===== src/rtl/ffsa_pkg.sv =====
// Shared types, codes and sizes of the first-fit segment allocator.
`timescale 1ns / 1ps
`default_nettype none
package ffsa_pkg;
  localparam int DESC_COUNT = 16;
  localparam int IDX_W      = $clog2(DESC_COUNT);
  localparam int CNT_W      = IDX_W + 1;
  localparam int ENTRY_W    = 34;

  localparam logic [1:0] KIND_UNUSED = 2'd0;
  localparam logic [1:0] KIND_FREE   = 2'd1;
  localparam logic [1:0] KIND_ALLOC  = 2'd2;

  localparam logic [1:0] ST_OK      = 2'd0;
  localparam logic [1:0] ST_NO_FIT  = 2'd1;
  localparam logic [1:0] ST_NO_DESC = 2'd2;
  localparam logic [1:0] ST_BAD     = 2'd3;

  localparam logic OP_ALLOC   = 1'b0;
  localparam logic OP_RELEASE = 1'b1;

  localparam logic [7:0] CFG_REGION_BASE = 8'd0;
  localparam logic [7:0] CFG_REGION_SIZE = 8'd1;

  typedef struct packed {
    logic [1:0]  kind;
    logic [15:0] offset;
    logic [15:0] length;
  } entry_t;

  typedef struct packed {
    logic [31:0] base;
    logic [15:0] size;
    logic        reinit;
  } cfg_t;

  typedef struct packed {
    logic        op;
    logic [15:0] size;
    logic [31:0] addr;
  } req_t;

  typedef struct packed {
    logic [1:0]  status;
    logic [31:0] addr;
  } res_t;
endpackage
`default_nettype wire


===== src/rtl/ffsa_ram.sv =====
// Generic single-write, single-read synchronous RAM with registered read data.
`timescale 1ns / 1ps
`default_nettype none
module ffsa_ram #(
  parameter int WIDTH = 8,
  parameter int DEPTH = 16
) (
  input  wire logic                     clk,
  input  wire logic                     wen,
  input  wire logic [$clog2(DEPTH)-1:0] waddr,
  input  wire logic [WIDTH-1:0]         wdata,
  input  wire logic [$clog2(DEPTH)-1:0] raddr,
  output logic      [WIDTH-1:0]         rdata
);
  logic [WIDTH-1:0] mem [DEPTH];

  always_ff @(posedge clk) begin
    if (wen) begin
      mem[waddr] <= wdata;
    end
    rdata <= mem[raddr];
  end
endmodule
`default_nettype wire


===== src/rtl/ffsa_ctrl.sv =====
// Request sequencer: scans the descriptor RAM, then writes back the updated entries.
`timescale 1ns / 1ps
`default_nettype none
module ffsa_ctrl (
  input  wire logic            clk,
  input  wire logic            rst,
  input  wire ffsa_pkg::cfg_t  cfg,
  input  wire logic            req_valid,
  output logic                 req_ready,
  input  wire ffsa_pkg::req_t  req,
  output logic                 res_valid,
  input  wire logic            res_ready,
  output ffsa_pkg::res_t       res
);
  localparam logic [2:0] S_IDLE  = 3'd0;
  localparam logic [2:0] S_SCAN1 = 3'd1;
  localparam logic [2:0] S_SCAN2 = 3'd2;
  localparam logic [2:0] S_WR1   = 3'd3;
  localparam logic [2:0] S_WR2   = 3'd4;
  localparam logic [2:0] S_WR3   = 3'd5;
  localparam logic [2:0] S_DONE  = 3'd6;

  logic [2:0] st;
  logic [ffsa_pkg::CNT_W-1:0] cnt;
  logic rvalid_q, vld_q;
  logic [ffsa_pkg::IDX_W-1:0] ridx_q;
  logic [ffsa_pkg::DESC_COUNT-1:0] vld;

  logic        op_q;
  logic [15:0] size_q;
  logic [31:0] addr_q;

  logic spare_f, best_f, hit_f, f_f, p_f;
  logic [ffsa_pkg::IDX_W-1:0] spare_idx, best_idx, hit_idx, f_idx, p_idx;
  logic [15:0] best_off, best_len, hit_start, hit_len, f_len, p_off, p_len;

  logic [1:0]  res_status;
  logic [31:0] res_addr;

  logic [ffsa_pkg::ENTRY_W-1:0] rd_data;
  ffsa_pkg::entry_t raw, eff, wentry;
  logic wen;
  logic [ffsa_pkg::IDX_W-1:0] waddr;
  logic scanning, issue, scan_end;
  logic [16:0] hit_end, eff_end;
  logic [15:0] rest, merged;

  ffsa_ram #(.WIDTH(ffsa_pkg::ENTRY_W), .DEPTH(ffsa_pkg::DESC_COUNT)) u_ram (
    .clk   (clk),
    .wen   (wen),
    .waddr (waddr),
    .wdata (wentry),
    .raddr (cnt[ffsa_pkg::IDX_W-1:0]),
    .rdata (rd_data)
  );

  assign scanning = (st == S_SCAN1) || (st == S_SCAN2);
  assign issue    = scanning && (cnt < ffsa_pkg::CNT_W'(ffsa_pkg::DESC_COUNT));
  assign scan_end = scanning && !issue && !rvalid_q;
  assign hit_end  = {1'b0, hit_start} + {1'b0, hit_len};
  assign eff_end  = {1'b0, eff.offset} + {1'b0, eff.length};
  assign rest     = best_len - size_q;
  assign merged   = hit_len + (f_f ? f_len : 16'd0);

  // Entries never written since init read as the init image.
  always_comb begin
    raw = ffsa_pkg::entry_t'(rd_data);
    if (vld_q) begin
      eff = raw;
    end else if (ridx_q == '0 && cfg.size != 16'd0) begin
      eff = '{kind: ffsa_pkg::KIND_FREE, offset: 16'd0, length: cfg.size};
    end else begin
      eff = '0;
    end
  end

  always_comb begin
    wen    = 1'b0;
    waddr  = hit_idx;
    wentry = '0;
    if (op_q == ffsa_pkg::OP_ALLOC) begin
      case (st)
        S_WR1: begin
          wen    = 1'b1;
          waddr  = best_idx;
          wentry = '{kind: ffsa_pkg::KIND_ALLOC, offset: best_off, length: size_q};
        end
        S_WR2: begin
          wen    = (rest != 16'd0);
          waddr  = spare_idx;
          wentry = '{kind: ffsa_pkg::KIND_FREE, offset: best_off + size_q, length: rest};
        end
        default: wen = 1'b0;
      endcase
    end else begin
      case (st)
        S_WR1: begin
          wen = 1'b1;
          if (p_f) begin
            waddr  = p_idx;
            wentry = '{kind: ffsa_pkg::KIND_FREE, offset: p_off, length: p_len + merged};
          end else begin
            waddr  = hit_idx;
            wentry = '{kind: ffsa_pkg::KIND_FREE, offset: hit_start, length: merged};
          end
        end
        S_WR2: begin
          wen   = p_f;
          waddr = hit_idx;
        end
        S_WR3: begin
          wen   = f_f;
          waddr = f_idx;
        end
        default: wen = 1'b0;
      endcase
    end
  end

  assign req_ready = (st == S_IDLE);
  assign res_valid = (st == S_DONE);
  assign res       = '{status: res_status, addr: res_addr};

  always_ff @(posedge clk) begin
    if (rst) begin
      st       <= S_IDLE;
      cnt      <= '0;
      rvalid_q <= 1'b0;
      vld      <= '0;
    end else begin
      if (cfg.reinit) begin
        vld <= '0;
      end else if (wen) begin
        vld[waddr] <= 1'b1;
      end
      rvalid_q <= issue;
      if (issue) begin
        cnt <= cnt + 1'b1;
      end
      case (st)
        S_IDLE: begin
          if (req_valid) begin
            cnt <= '0;
            if (req.op == ffsa_pkg::OP_ALLOC && req.size == 16'd0) begin
              st <= S_DONE;
            end else begin
              st <= S_SCAN1;
            end
          end
        end
        S_SCAN1: begin
          if (scan_end) begin
            if (op_q == ffsa_pkg::OP_ALLOC) begin
              st <= (spare_f && best_f) ? S_WR1 : S_DONE;
            end else if (hit_f) begin
              cnt <= '0;
              st  <= S_SCAN2;
            end else begin
              st <= S_DONE;
            end
          end
        end
        S_SCAN2: if (scan_end) st <= S_WR1;
        S_WR1:   st <= S_WR2;
        S_WR2:   st <= S_WR3;
        S_WR3:   st <= S_DONE;
        S_DONE:  if (res_ready) st <= S_IDLE;
        default: st <= S_IDLE;
      endcase
    end
  end

  // Datapath: request capture, scan bookkeeping and result.
  always_ff @(posedge clk) begin
    ridx_q <= cnt[ffsa_pkg::IDX_W-1:0];
    vld_q  <= vld[cnt[ffsa_pkg::IDX_W-1:0]];
    if (st == S_IDLE && req_valid) begin
      op_q       <= req.op;
      size_q     <= req.size;
      addr_q     <= req.addr;
      spare_f    <= 1'b0;
      best_f     <= 1'b0;
      hit_f      <= 1'b0;
      f_f        <= 1'b0;
      p_f        <= 1'b0;
      res_status <= ffsa_pkg::ST_BAD;
      res_addr   <= 32'd0;
    end
    if (st == S_SCAN1 && rvalid_q) begin
      if (op_q == ffsa_pkg::OP_ALLOC) begin
        if (eff.kind == ffsa_pkg::KIND_UNUSED && !spare_f) begin
          spare_f   <= 1'b1;
          spare_idx <= ridx_q;
        end
        if (eff.kind == ffsa_pkg::KIND_FREE && eff.length >= size_q &&
            (!best_f || eff.offset < best_off)) begin
          best_f   <= 1'b1;
          best_idx <= ridx_q;
          best_off <= eff.offset;
          best_len <= eff.length;
        end
      end else if (!hit_f && eff.kind == ffsa_pkg::KIND_ALLOC &&
                   (cfg.base + {16'd0, eff.offset}) == addr_q) begin
        hit_f     <= 1'b1;
        hit_idx   <= ridx_q;
        hit_start <= eff.offset;
        hit_len   <= eff.length;
      end
    end
    // The following neighbor can never also be the preceding one, so one pass finds both.
    if (st == S_SCAN2 && rvalid_q && ridx_q != hit_idx && eff.kind == ffsa_pkg::KIND_FREE) begin
      if (!f_f && {1'b0, eff.offset} == hit_end) begin
        f_f   <= 1'b1;
        f_idx <= ridx_q;
        f_len <= eff.length;
      end
      if (!p_f && eff_end == {1'b0, hit_start}) begin
        p_f   <= 1'b1;
        p_idx <= ridx_q;
        p_off <= eff.offset;
        p_len <= eff.length;
      end
    end
    if (st == S_SCAN1 && scan_end) begin
      if (op_q == ffsa_pkg::OP_ALLOC) begin
        if (!spare_f) begin
          res_status <= ffsa_pkg::ST_NO_DESC;
        end else if (!best_f) begin
          res_status <= ffsa_pkg::ST_NO_FIT;
        end else begin
          res_status <= ffsa_pkg::ST_OK;
          res_addr   <= cfg.base + {16'd0, best_off};
        end
      end else if (hit_f) begin
        res_status <= ffsa_pkg::ST_OK;
      end
    end
  end

`ifndef NO_ASSERTIONS
  a_wen_in_wb: assert property (@(posedge clk) disable iff (rst)
    wen |-> (st == S_WR1 || st == S_WR2 || st == S_WR3))
    else $error("table write outside write-back");
  a_req_leaves_idle: assert property (@(posedge clk) disable iff (rst)
    (req_valid && req_ready) |=> (st != S_IDLE))
    else $error("accepted request left sequencer idle");
  a_done_to_idle: assert property (@(posedge clk) disable iff (rst)
    (res_valid && res_ready) |=> (st == S_IDLE))
    else $error("result taken but sequencer not idle");
  a_no_read_in_wb: assert property (@(posedge clk) disable iff (rst)
    wen |-> !rvalid_q)
    else $error("write-back overlaps scan read");
`endif
endmodule
`default_nettype wire


===== src/rtl/first_fit_segment_allocator.sv =====
// Top level of the first-fit segment allocator: config registers and result register.
// Usage:
//  Requests enter on s_axis: tuser holds the operation (allocate or release),
//  tdata holds request size and release address. Each request gives one result
//  on m_axis: tuser holds the status, tdata the block address (zero on failure
//  or release). cfg writes region_base (index 0) or region_size (index 1); either
//  write reinitializes the table to one free segment covering the region.
//  Write config only while no request is in flight.
// Sequence (16 descriptors here): a zero-size allocate goes straight to the result;
//  an allocate makes one pass over the descriptor RAM at one entry a cycle, plus
//  write-back; a release makes a match pass, then a neighbor pass and write-back.
//  One request is processed at a time; the RAM read port sets the pass length.
// Reset: synchronous rst restores region_base 0, region_size 1024 and the init
//  table at once; no clearing pass is needed.
// Stall: a finished result waits in the output register; the next request is
//  accepted and processed meanwhile, and only its own result waits for m_axis.
`timescale 1ns / 1ps
`default_nettype none
module first_fit_segment_allocator (
  input  wire logic        clk,
  input  wire logic        rst,
  input  wire logic        s_axis_tvalid,
  output logic             s_axis_tready,
  input  wire logic [47:0] s_axis_tdata,   // request_size[15:0], release_address[47:16]
  input  wire logic [0:0]  s_axis_tuser,   // operation[0]
  output logic             m_axis_tvalid,
  input  wire logic        m_axis_tready,
  output logic      [31:0] m_axis_tdata,   // block_address[31:0]
  output logic      [1:0]  m_axis_tuser,   // status[1:0]
  input  wire logic        cfg_valid,
  output logic             cfg_ready,
  input  wire logic [7:0]  cfg_index,
  input  wire logic [31:0] cfg_data
);
  logic [31:0] region_base;
  logic [15:0] region_size;
  ffsa_pkg::cfg_t cfg;
  ffsa_pkg::req_t req;
  ffsa_pkg::res_t res;
  logic res_valid, res_ready;

  assign cfg_ready = 1'b1;
  assign cfg.base  = region_base;
  assign cfg.size  = region_size;
  assign cfg.reinit = cfg_valid &&
      (cfg_index == ffsa_pkg::CFG_REGION_BASE || cfg_index == ffsa_pkg::CFG_REGION_SIZE);

  always_ff @(posedge clk) begin
    if (rst) begin
      region_base <= 32'd0;
      region_size <= 16'd1024;
    end else if (cfg_valid) begin
      if (cfg_index == ffsa_pkg::CFG_REGION_BASE) begin
        region_base <= cfg_data;
      end else if (cfg_index == ffsa_pkg::CFG_REGION_SIZE) begin
        region_size <= cfg_data[15:0];
      end
    end
  end

  assign req.op   = s_axis_tuser[0];
  assign req.size = s_axis_tdata[15:0];
  assign req.addr = s_axis_tdata[47:16];

  ffsa_ctrl u_ctrl (
    .clk       (clk),
    .rst       (rst),
    .cfg       (cfg),
    .req_valid (s_axis_tvalid),
    .req_ready (s_axis_tready),
    .req       (req),
    .res_valid (res_valid),
    .res_ready (res_ready),
    .res       (res)
  );

  assign res_ready = !m_axis_tvalid || m_axis_tready;

  always_ff @(posedge clk) begin
    if (rst) begin
      m_axis_tvalid <= 1'b0;
    end else if (res_ready) begin
      m_axis_tvalid <= res_valid;
    end
  end

  always_ff @(posedge clk) begin
    if (res_ready && res_valid) begin
      m_axis_tdata <= res.addr;
      m_axis_tuser <= res.status;
    end
  end
endmodule
`default_nettype wire


===== config.mk =====
export PLATFORM = sky130hd
export DESIGN_NAME = first_fit_segment_allocator
export DESIGN_NICKNAME = d
export VERILOG_FILES = /design/src/rtl/ffsa_pkg.sv /design/src/rtl/ffsa_ram.sv /design/src/rtl/ffsa_ctrl.sv /design/src/rtl/first_fit_segment_allocator.sv
export SDC_FILE = /design/constraint.sdc
export NUM_CORES = 1
export LEC_CHECK = 0
export ABC_AREA = 1
export BUFFER_PORTS_ARGS = -buffer_cell sky130_fd_sc_hd__buf_2
export CORE_ASPECT_RATIO = 0.75
export CORE_MARGIN = 2
export CORE_UTILIZATION = 45
export CTS_CLUSTER_SIZE = 20
export DETAILED_ROUTE_END_ITERATION = 10
export MAX_ROUTING_LAYER = met4
export PLACE_DENSITY_LB_ADDON = 0.25
export SYNTH_ARGS = -nofsm -noshare
export SYNTH_HDL_FRONTEND = slang
export SYNTH_HIERARCHICAL = 1
export SYNTH_SLANG_ARGS = --single-unit

===== constraint.sdc =====
create_clock -name clk -period 5.82 [get_ports clk]
set_input_delay 1.164 -clock clk [delete_from_list [all_inputs] [get_ports clk]]
set_output_delay 1.164 -clock clk [all_outputs]
set_load 0.01 [all_outputs]

==> impl_metrics.ini, run 1 <==
[run_status]
status = finished clean

[worst_setup_path]
path_cells = nor2_1 > nor3b_1 > nand2_1 > nand2_1 > inv_1 > a21oi_1 > ha_1 > nand2_1 > inv_1 > a21oi_1 > nand2_1 > a21oi_1 > o21ai_0 > nand2_1 > nand3_1 > nand3b_1 > nor2_4 > buf_4
worst-r2r-setup-slack_ps = 530
crit_path_start_kind = flop
rr_startpoint = u_ctrl/ridx_q[1]
r2r_end = u_ctrl/p_len[0]
crit_path_end_kind = flop
path_class = reg -> reg
arrival_ps = 5600
max_stage_delay_ps = 750
slowest_stage = a21oi_1
required_ps = 6130
cpMostUsedCell = nand2_1
path_max_fanout = 21
reg2regPathDepth = 18

[pwr]
power_density_mw_per_mm2 = 360
p_leak_nw = 23.0
ir_worst_vdd_uv = 442

[global_route]
grt_max_degree = 213
grt_pass1_vias = 33200
grt_overflow = 0
grt_antenna_before_repair = 15
grt_util_all_layers_pct = 30.3
grt_pass1_wl_um = 226000

[sta]
hold_viol = 0
fin_hold_ws_ps = 387
worst_slew_pin_slew_ps = 1320
setup_tns_ps = 0
setup_viol = 0
finalCritPeriodShare_pct = 90.8
rsz0062_at_grt = no
fmax_ghz = 0.189
slew_headroom_pct = 12.1
fin_worst_skew_ps = 58.6
fin_crit_ps = 5290
drv_slew = 0
finalWorstSetupSlack_ps = 534

[synthesis]
synth_xor_area_share_pct = 2.28
synth_ff_type = edfxtp_1
synth-edff-count = 759
synth_seq_cells = 911
ys_types = 58
synth_area_mm2 = 0.0462
syn_inst = 5163
muxShareOfSynthArea_pct = 0
yosys-top-cells-area = edfxtp_1, nand2_1, nand3_1
synth-seq-area-share_pct = 55.9
synth_compound_area_share_pct = 5.74
yosys.area_share.simple_pct = 23.0
syn_nets = 5422
ys_warn_count = 6
synth_top_family_by_area = simple AND/OR/NAND/NOR gates
yosys.area.top_type_share_pct = 49.3
async_reset_ff_share_pct = 0
synth_top_area_cell = edfxtp_1
synth-adder-area-share_pct = 4.60
syn_avg_cell_area_um2 = 8.95

[min_path]
min_to = m_axis_tdata[0]
holdPathStages = 0
min_from = u_ctrl/res_addr[0]
hp-class = reg -> reg

[placed_design]
placed_cell_area_mm2 = 0.0488
pre_cts_ws_ps = 828
port-buffer-count = 129
dp_hpwl_um = 108000
gp_congestion = 1.02

[cts]
numCtsBuffers = 92
cts.clk_slew.worst_paths_ps = 70
cts_setup_buffers = 0
worstSkewPairLatency_ps = 710
cts_sinks = 911
cts_resized = 0
clockRootBuffer = clkbuf_16
htree_levels = 3
clockBufferDepth = 3
cts_hold_buf = 0
cts_tree = built

[finish]
final_cell_mix = nand2_1, inv_1, edfxtp_1
final_cell_area_mm2 = 0.0518
layout.nets = 5567
drive_above_1_share_pct = 8.37
final_common_cell = nand2_1
fin_util_pct = 51.1
syn_to_final_growth_pct = 12.1

[floorplan]
start_util_pct = 45.6
dieArea_mm2 = 0.105
fp.dieH_um = 282
rows = 101
fp.coreArea_mm2 = 0.101
top_level_ports = 131
die_x_um = 374

[job]
maxCapViolCount = 0

[routing]
wl_met2_um = 63400
dr_total_vias = 37000
drt-met1-wl_um = 73400
wl_um = 157000
antenna_left = 0
route.met3.wl_um = 17600
dr.pass1.iters = 6
viasPerCell = 5.50
post_drt_wl_per_cell_um = 23.4
drc = 0
drtIter0Drc = 4760
highest_layer = met4
## per-layer routing
| layer | track usage, % | up-vias |
|---|---|---|
| li1 | - | 17300 |
| met1 | 46.6 | 17700 |
| met2 | 40.7 | 1831 |
| met3 | 6.67 | 184 |
| met4 | 5.66 | 0 |
| met5 | - | - |
## how the worst max path moves through the flow
stage,cells after the start,slack (ps),endpoint,start
floorplan,19,990,u_ctrl/p_idx[0],u_ctrl/ridx_q[0]
global placement,18,900,u_ctrl/p_idx[3],u_ctrl/ridx_q[0]
detailed placement,18,830,u_ctrl/p_idx[3],u_ctrl/ridx_q[1]
CTS,18,790,u_ctrl/p_len[0],u_ctrl/ridx_q[1]
global route,18,280,u_ctrl/p_len[0],u_ctrl/ridx_q[1]
finish,18,530,u_ctrl/p_len[0],u_ctrl/ridx_q[1]
## report_power, final
group	switching [W]	internal (W)
Sequential	0.000326	0.00756
Clock	0.00265	0.00342
Combinational	0.00340	0.00130
Total	0.00638	0.0123
## state kept, by name, summed over array words and instances, names as in the netlist, 5 cells and up
| signal | count |
|---|---|
| u_ctrl/p_len | 16 |
| u_ctrl/u_ram/mem | 544 |
| u_ctrl/f_len | 16 |
| m_axis_tdata | 32 |
| u_ctrl/hit_len | 16 |
| u_ctrl/hit_start | 16 |
| u_ctrl/vld | 16 |
| u_ctrl/cnt | 5 |
| u_ctrl/addr_q | 32 |
| u_ctrl/best_off | 16 |
| region_base | 32 |
| u_ctrl/best_len | 16 |
| u_ctrl/size_q | 16 |
| u_ctrl/p_off | 16 |
| u_ctrl/res_addr | 32 |
| region_size | 16 |
| u_ctrl/u_ram/rdata | 34 |
## cell families after synthesis
kind of cell             Yosys count
XOR/XNOR                         119
buffers and inverters            978
AO/OA/AOI/OAI                    461
adder cells (fa/ha/maj)          165
other                              1
flip-flops                       911
AND/OR/NAND/NOR                 2528
## synthesized netlist by cell type (19+ instances only)
| cell | n |
|---|---|
| a21oi_1 | 195 |
| inv_1 | 790 |
| nor2_1 | 346 |
| nand4_1 | 37 |
| nand2_1 | 1428 |
| nor3_1 | 30 |
| xor2_1 | 80 |
| nand3b_1 | 26 |
| edfxtp_1 | 759 |
| nand3_1 | 617 |
| o21ai_0 | 137 |
| dfxtp_1 | 152 |
| ha_1 | 157 |
| xnor2_1 | 38 |
| a21o_1 | 19 |
| buf_2 | 78 |
| clkbuf_1 | 50 |
| o211ai_1 | 19 |
| o221ai_1 | 20 |
| buf_1 | 20 |
## per-stage QoR
stage	cells	total power [W]
finish	6733	0.0187
global route	6731	0.0194
CTS	6725	0.0186
detailed placement	6553	0.0126
global placement	6553	0.0126
floorplan	5163	0.0109
## cell type report
cell class / instances / area [µm²]
timing repair buffer: 226 / 1510
clock inverter: 42 / 427
multi-input combinational: 3274 / 16700
clock buffer: 130 / 2610
inverter: 803 / 3020
tap: 1339 / 1680
antenna: 8 / 20.0
fill: 9430 / 49600
sequential: 911 / 25800
## worst max-delay path, delay by kind of cell, from the launching register on
kind                     cells  cell delay [ps]
buffers and inverters        3              640
adder cells (fa/ha/maj)      1              440
flip-flops                   1              390
AND/OR/NAND/NOR             10             1870
AO/OA/AOI/OAI                4             1500
(Power assumes the default switching activity.)
==> run 2, diff against run 1 <==
--- a/config.mk
+++ b/config.mk
@@ -12,6 +12,7 @@
 export CORE_UTILIZATION = 45
 export CTS_CLUSTER_SIZE = 20
 export DETAILED_ROUTE_END_ITERATION = 10
+export HOLD_SLACK_MARGIN = 0.1
 export MAX_ROUTING_LAYER = met4
 export PLACE_DENSITY_LB_ADDON = 0.25
 export SYNTH_ARGS = -nofsm -noshare
==> constraint.sdc (replaced) <==
create_clock -name clk -period 6.8 [get_ports clk]
set_input_delay 1.36 -clock clk [delete_from_list [all_inputs] [get_ports clk]]
set_output_delay 1.36 -clock clk [all_outputs]
set_load 0.01 [all_outputs]
==> run 2 against run 1 <==
Clock power down 11%. Cell area down 0.10%. Worst setup slack better by 710 ps. Critical path type unchanged. Die area unchanged.
==> impl_metrics.ini, run 2 (synthesized netlist as in run 1, its figures left out) <==
[sta]
hold_viol = 0
fin_worst_skew_ps = 20.4
finalWorstSetupSlack_ps = 1240
setup_tns_ps = 0
drv_slew = 0
slew_headroom_pct = 16.1
worst_slew_pin_slew_ps = 1250
fin_crit_ps = 5560
fmax_ghz = 0.180
finalCritPeriodShare_pct = 81.7
setup_viol = 0
rsz0062_at_grt = no

[worst_setup_path]
crit_path_end_kind = flop
reg2regPathDepth = 16
path_max_fanout = 36
arrival_ps = 5870
required_ps = 7120
crit_path_start_kind = flop
path_class = reg -> reg

[cts]
cts_sinks = 911
cts_resized = 0
cts.clk_slew.worst_paths_ps = 60
clockBufferDepth = 3
htree_levels = 3
numCtsBuffers = 93
cts_setup_buffers = 0
clockRootBuffer = clkbuf_16
worstSkewPairLatency_ps = 700
cts_tree = built
cts_hold_buf = 0

[placed_design]
placed_cell_area_mm2 = 0.0486
gp_congestion = 1.03
port-buffer-count = 129
dp_hpwl_um = 110000
pre_cts_ws_ps = 1490

[floorplan]
rows = 101
fp.coreArea_mm2 = 0.101
start_util_pct = 45.6
top_level_ports = 131
dieArea_mm2 = 0.105
fp.dieH_um = 282
die_x_um = 374

[routing]
dr_total_vias = 36800
antenna_left = 0
post_drt_wl_per_cell_um = 23.4
drtIter0Drc = 4721
viasPerCell = 5.48
wl_um = 157000
dr.pass1.iters = 8
drc = 0

[finish]
largestRegisters = u_ctrl/u_ram/mem x544, u_ctrl/u_ram/rdata x34
largest_register_ffs = 544
drive_above_1_share_pct = 8.33
final_cell_area_mm2 = 0.0518
regMostFlops = u_ctrl/u_ram/mem
layout.nets = 5555
final_common_cell = nand2_1
fillCellCount = 9413
final_cell_mix = nand2_1, inv_1, edfxtp_1
syn_to_final_growth_pct = 12.0
regArea_mm2 = 0.0258
multi_input_area_mm2 = 0.0167

[pwr]
p_leak_nw = 23.0
p_comb_share_pct = 24.4
p_clk_share_pct = 33.5
p_sw_share_pct = 33.9
power_density_mw_per_mm2 = 312
finalPower_w = 0.0162
ir_worst_vdd_uv = 316
p_sw_w = 0.00547
cell_internal_pwr_w = 0.0107
power_frac_seq_pct = 42.1

[run_status]
status = finished clean

[min_path]
holdPathStages = 0
hp-class = reg -> reg

[global_route]
grt_max_degree = 187
grt_antenna_before_repair = 9
grt_pass1_wl_um = 227000
grt_util_all_layers_pct = 30.4
grt_pass1_vias = 33400
grt_overflow = 0

[job]
maxCapViolCount = 0
## run 2: cell types whose count changed in the layout (fill, tap and decap cells not counted), moves of 3 or more
cell,previous run,this run
buf_4,86,83
bufinv_16,6,12
buf_12,11,1
diode_2,8,5
## run 2: layer usage
layer  up-vias  part of all wire (%)  global-route usage, %
met3       183                   9.3                   5.35
li1      17200                     -                      -
met2      1614                    41                   41.7
met4         0                   1.7                   5.72
met5         -                     0                      -
met1     17800                    48                   46.7
## run 2: area by class of cell
cell class,instances,share of cell area [%]
sequential,911,49.9
multi-input combinational,3274,32.3
inverter,803,5.84
clock buffer,127,5.00
tap,1339,3.23
timing repair buffer,213,2.49
clock inverter,49,1.21
antenna,5,0.0242
## run 2: metrics by stage
step / hold slack [ps] / instances / utilization, %
after floorplan: 390 / 5163 / -
after global placement: 414 / 6540 / 47.9
after detailed placement: 417 / 6540 / 47.9
after CTS: 433 / 6716 / 51.0
after global routing: 441 / 6721 / 51.0
final: 434 / 6721 / 51.0
## run 2: worst max-delay path, stage by stage, from the launching register on
cell and delay, ps:
dfxtp_1 1050, inv_2 330, nand2_1 320, inv_1 170
a21oi_1 870, ha_1 440, a21oi_1 240, o21ai_0 100
a21oi_1 120, nand2_1 90, nand2_1 70, inv_1 50
o21ai_0 280, nand3_1 100, nand3b_1 220, nor2_4 120
buf_4 540
## run 2: worst paths after layout
kind                                          start                to  slack (ps)
worst max-delay path                   u_ctrl/vld_q   u_ctrl/p_off[1]        1240
worst min-delay path            u_ctrl/res_addr[11]  m_axis_tdata[11]         430
worst max register to register         u_ctrl/vld_q   u_ctrl/p_off[1]        1240
worst min register to register  u_ctrl/res_addr[11]  m_axis_tdata[11]         430
## run 2: power by group through the flow
| stage | clock network, W | registers [W] | logic [W] |
|---|---|---|---|
| floorplan | 0 | 0.00667 | 0.00265 |
| global placement | 0 | 0.00691 | 0.00385 |
| detailed placement | 0 | 0.00691 | 0.00386 |
| CTS | 0.00550 | 0.00679 | 0.00388 |
| global route | 0.00572 | 0.00681 | 0.00430 |
| finish | 0.00542 | 0.00679 | 0.00394 |
